<file path="src/rfalu_pkg.sv">
// Package for the register file ALU executor: operation codes, widths, defaults.
// No dependencies.
package rfalu_pkg;

    localparam int DefRegCount  = 32;
    localparam int DefDataWidth = 64;
    localparam int IdxW         = 5;
    localparam int ImmW         = 32;
    localparam int OutW         = 64;

    typedef enum logic [3:0] {
        OP_IN   = 4'd0,
        OP_OUT  = 4'd1,
        OP_MOV  = 4'd2,
        OP_XCHG = 4'd3,
        OP_ADD  = 4'd4,
        OP_SUB  = 4'd5,
        OP_MUL  = 4'd6,
        OP_DIV  = 4'd7,
        OP_MOD  = 4'd8,
        OP_AND  = 4'd9,
        OP_OR   = 4'd10,
        OP_XOR  = 4'd11
    } op_t;

    // controller -> datapath
    typedef struct packed {
        logic load;     // capture request, read operands
        logic exec;     // non-iterative ops / divider and multiplier setup
        logic div_step; // one restoring step
        logic mul_step; // partial product step
        logic commit;   // write back, form result
    } dp_cmd_t;

    // datapath -> controller
    typedef struct packed {
        logic is_div;
        logic is_mul;
        logic div_last;
        logic mul_last;
    } dp_stat_t;

endpackage

</file>
<file path="src/rfalu_ctrl.sv">
// Controller FSM for the executor: sequences load, execute, iterate, commit.
// Depends on rfalu_pkg.
module rfalu_ctrl
(
    input  logic                clk,
    input  logic                rst_n,
    input  logic                in_valid,
    output logic                in_ready,
    output logic                rsp_valid,
    input  logic                rsp_ready,
    output rfalu_pkg::dp_cmd_t  cmd,
    input  rfalu_pkg::dp_stat_t stat
);
    import rfalu_pkg::*;

    typedef enum logic [5:0] {
        S_IDLE = 6'b000001,
        S_EXEC = 6'b000010,
        S_DIV  = 6'b000100,
        S_MUL  = 6'b001000,
        S_WB   = 6'b010000,
        S_RSP  = 6'b100000
    } state_t;

    state_t state_reg, state_next;

    always_comb
    begin
        state_next = state_reg;
        cmd        = '0;
        in_ready   = 1'b0;
        rsp_valid  = 1'b0;
        unique case (state_reg)
            S_IDLE:
            begin
                in_ready = 1'b1;
                if (in_valid)
                begin
                    cmd.load   = 1'b1;
                    state_next = S_EXEC;
                end
            end
            S_EXEC:
            begin
                cmd.exec = 1'b1;
                if (stat.is_div)
                    state_next = S_DIV;
                else if (stat.is_mul)
                    state_next = S_MUL;
                else
                    state_next = S_WB;
            end
            S_DIV:
            begin
                cmd.div_step = 1'b1;
                if (stat.div_last)
                    state_next = S_WB;
            end
            S_MUL:
            begin
                cmd.mul_step = 1'b1;
                if (stat.mul_last)
                    state_next = S_WB;
            end
            S_WB:
            begin
                cmd.commit = 1'b1;
                state_next = S_RSP;
            end
            S_RSP:
            begin
                rsp_valid = 1'b1;
                // output register frees the datapath; next request can enter
                in_ready  = rsp_ready;
                if (rsp_ready)
                begin
                    if (in_valid)
                    begin
                        cmd.load   = 1'b1;
                        state_next = S_EXEC;
                    end
                    else
                        state_next = S_IDLE;
                end
            end
            default: state_next = S_IDLE;
        endcase
    end

    always_ff @(posedge clk or negedge rst_n)
    begin
        if (!rst_n)
            state_reg <= S_IDLE;
        else
            state_reg <= state_next;
    end

endmodule

</file>
<file path="config.mk">
export PLATFORM = sky130hd
export DESIGN_NAME = rfalu_ctrl
export DESIGN_NICKNAME = d
export VERILOG_FILES = /design/src/rfalu_pkg.sv /design/src/rfalu_ctrl.sv
export SDC_FILE = /design/constraint.sdc
export NUM_CORES = 1
export LEC_CHECK = 0
export BUFFER_PORTS_ARGS = -buffer_cell sky130_fd_sc_hd__buf_2
export CAP_MARGIN = 25
export CORE_AREA = 4 4 41 43
export CTS_CLUSTER_SIZE = 14
export DETAILED_ROUTE_END_ITERATION = 8
export DIE_AREA = 0 0 45 47
export SYNTH_ARGS = -nofsm -noshare
export SYNTH_HDL_FRONTEND = slang
export SYNTH_SLANG_ARGS = --single-unit
</file>
<file path="constraint.sdc">
create_clock -name clk -period 1.8 [get_ports clk]
set_input_delay 0.36 -clock clk [delete_from_list [all_inputs] [get_ports clk]]
set_output_delay 0.36 -clock clk [all_outputs]
set_load 0.05 [all_outputs]
</file>
# == Word-level counts from Yosys, hierarchy flattened ==
# Cells that the tools add are included.
# totals
reg_bits,6
in_bits,8
elab_cells,29
# classes
n_eq_ne,10
muxes,17
reduce_logical,1
# op_table
op,count
case mux 6 bit (6 select lines),1
2-to-1 mux 6 bit,5
"!= test 2 bit, second input constant",4
2-to-1 mux 1 bit,7
"equality test 6 x 1 -> 1 bit, second input constant",1
"equality test 6 x 2 -> 1 bit, second input constant",1
"equality test 6 x 3 -> 1 bit, second input constant",1
"equality test 6 x 4 -> 1 bit, second input constant",1
"equality test 6 x 5 -> 1 bit, second input constant",1
"equality test 6 bit, second input constant",1
2-to-1 mux 5 bit,1
case mux 1 bit (2 select lines),2
AND reduction 4 bit,1
2-to-1 mux 2 bit,1

# == Depth between registers and ports, before layout ==
# logic_depth
ltp_word,3
mapped_depth,5
ltp_nobuf,4

# == Worst setup path before layout ==
# Ideal clock, no wire load.
# synth_path
path_kind,flip-flop to output port
from,reg state_reg[1]
to,out cmd[4] (netlist name)
arrival_ns,1.987
required_time_ns,1.440
path_slack_ns,-0.547
stages_incl_launch_ff,4
n_path_buf,0
cell_sequence,dfrtp_1 -> or4_4 -> a21oi_2 -> and2_1
# synth_rtl
item,line_no,source
from (decl),rfalu_ctrl.sv:25,"state_t state_reg, state_next;"
from (signal assigned),rfalu_ctrl.sv:95,state_reg <= state_next;
to (decl),rfalu_ctrl.sv:11,"output rfalu_pkg::dp_cmd_t cmd,"

==> results by group <==
Final layout
  • Commonest non-fill, non-tap cell in the layout: buf_4
  • Fin area: roughly 740 um^2
  • Nets: 86
  • Share of cells above drive strength 1: ~55%
  • Area grow syn2layout: 71.4%
  • Largest register FFs: 6
  • Fill count: 127
  • Final core utilization: a little under three fifths
  • Diode count: 0
  • Most frequent cells in the layout: 10 x buf_4, 8 x buf_2, 4 x nor3b_1, 4 x buf_6, 4 x dfrtp_1

Clock network
  • Worst-path clk slew: 0.06 ns
  • CTS max path bufs: 2
  • CTS sink count: 6
  • H-Tree Depth: 1
  • CTS tree: done
  • CTS root buffer: clkbuf_4
  • Clk_lat worst skew: 0.25 ns
  • Num CTS Buffers: 3

Floorplanning
  • # IOs: 15
  • Die height: 47 um
  • Core area: between 1000 and 1500 um^2
  • Initial Util: between 30% and 40%
  • Die Wd: between 40 and 50 um
  • Num rows: 13
  • Die area: between 2000 and 2500 um^2

Critical path
  • Data required, critical path: approximately 1.4 ns
  • Worst Setup End Kind: output port
  • Crit Reg-Reg Startpoint: state_reg[4]$_DFFE_PN0P_
  • Slowest stage delay, CP: 0.53 ns
  • Worst reg2reg path depth: 6
  • Startpoint types: flip-flop
  • Crit path kind: reg2out
  • Crit-path max FO: 3
  • CP cell instances: or4_4 > a21oi_4 > and2_4 > buf_8
  • Reg-to-reg setup timing slack: ~0.25 ns
  • Worst path arrival time: around 1.6 ns
  • Worst reg2reg path endpoint: state_reg[0]$_DFFE_PN1P_
  • CP max stage cell: or4_4

Min path
  • Hold Crit Endpoint: state_reg[3]$_DFFE_PN0P_
  • Worst hold stages: 2
  • Hold path start: stat[2]
  • Worst min path class: in2reg

STA
  • F_max: 509 MHz
  • Fin Clk Skew: around 0.014 ns
  • Slew headroom: approximately 75%
  • Final WS setup: -0.164 ns
  • Final worst path period need: just under 2 ns
  • RSZ-0062 raised after global routing: yes
  • Fin. Hold Viols: 0
  • Final period utilization: 109%
  • Max Slew Vio Count: 0
  • Hold Slack: 0.383 ns
  • Setup violators final: 4
  • Tightest Pin Transition: 0.371 ns

Global routing
  • Gr ovfl total: 0
  • Vias in the first global route: ~510
  • First-pass GRT wire length: between 2 and 2.5 mm
  • Largest net degree at the start of global routing: 11
  • Initial antenna violation count: 0
  • Total track usage: between 10 and 15%

Logic synthesis
  • Yosys warning count: 0
  • Post-synthesis sequential area ratio: a little over a third
  • Synth Register Bits: 6
  • Post-synth net total: 56
  • Ys flop type: dfrtp_1
  • Syn Inst Count: 48
  • Syn avg cell area: around 8.9 um^2
  • Netlist cell types: 29
  • Post-Syn Area: roughly 430 um^2
  • EDFF count, synth: 0
  • Ys async rst share: 100%

Place
  • Placed cell area: 558 um^2
  • Post-DP HPWL: between 800 and 900 um
  • GPL Wtd Cong: just over 0.8
  • Place WS: -0.00262 ns
  • IO buf count: 14

Power
  • Leak Pwr: between 0.3 and 0.4 nW
  • IR Drop Worst-Case VDD: between 800 and 900 uV
  • Power Dens Cells: 1690 nW/um^2

Routing
  • Vias per Instance: between 5 and 6
  • Post-route ant nets: 0
  • Via count: around 490
  • Initial DRC count: 6
  • # DRC: 0
  • WL/cell: ~14 um
  • DRT Wirelength: 1.25 mm
  • Drt first pass iters: 4

Run status
  • Violations in the final reports: negative setup slack
  • Status: complete, but fails checks

Job
  • MaxCap Viol Count: 0
-- per-stage QoR --
stage / power [mW] / std cells / TNS, ns
detailed placement: 0.921 / 81 / -0.00262
global route: 1.32 / 92 / -0.821
CTS: 1.19 / 91 / -0.711
floorplan: 0.743 / 48 / -0.274
global placement: 0.919 / 81 / 0
finish: 1.24 / 92 / -0.513
-- worst max path at each step --
stage          endpoint                     start  slack, ns  cells past startpoint
2_1_floorplan    cmd[4]  state_reg[1]$_DFFE_PN0P_      -0.27                      3
3_3_place_gp     cmd[4]  state_reg[1]$_DFFE_PN0P_       0.02                      4
3_5_place_dp     cmd[4]  state_reg[1]$_DFFE_PN0P_     -0.003                      4
4_1_cts          cmd[4]  state_reg[1]$_DFFE_PN0P_      -0.19                      4
5_1_grt          cmd[4]  state_reg[2]$_DFFE_PN0P_      -0.22                      4
6_report         cmd[4]  state_reg[4]$_DFFE_PN0P_      -0.16                      4
-- where the power goes --
part           switching, mW  internal [mW]
clock network         0.0532         0.0842
logic                  0.471          0.388
registers             0.0553          0.188
-- critical path: cells and delay by family, from the launching register on --
family	cells	cell delay (ns)
simple gates	2	0.69
buf+inv	1	0.13
compound gates	1	0.14
flops	1	0.38
-- logic make-up after synthesis --
group	Yosys count	synth area share, %
simple gates	26	39.4
compound gates	10	17.2
flops	6	35.3
buf+inv	5	6.12
xor+xnor	1	2.04
-- cell usage after synthesis, types with 2 or more instances --
library cell	number	area share [%]
and2_1	2	2.9
and3b_1	2	4.1
dfrtp_1	5	29
inv_1	4	3.5
nand2_1	2	1.7
nand3_1	3	3.5
nor2_1	3	2.6
nor3_1	2	2.3
nor3b_1	4	7.0
o21ai_1	2	2.3
-- layout make-up --
cell class              instances  area, um^2  area share [%]
inverters                       4        15.0            2.04
repair buffers                 26         215            29.3
clock buffers                   4        26.3            3.57
well taps                      15        18.8            2.55
multi-input cells              37         308            41.8
flip-flops and latches          6         153            20.7
-- routing by layer --
metal / routed length (um) / vias up / GRT usage, % / part of all wire (%)
met4: 0 / 0 / 5.26 / 0
met3: 97 / 0 / 3.45 / 7.8
met1: 491 / 234 / 14.0 / 39
met2: 661 / 17 / 26.0 / 53
met5: 0 / - / 0 / 0
li1: - / 237 / - / -
-- repair_timing --
item,CTS,global route
pin swaps,4,8
hold buffers,1,0
setup buffers,5,1
hold endpoints to repair,5,0
cloned,0,0
setup endpoints to repair,7,7
gates resized for setup,17,11
Power figures use the tool's default switching activity.
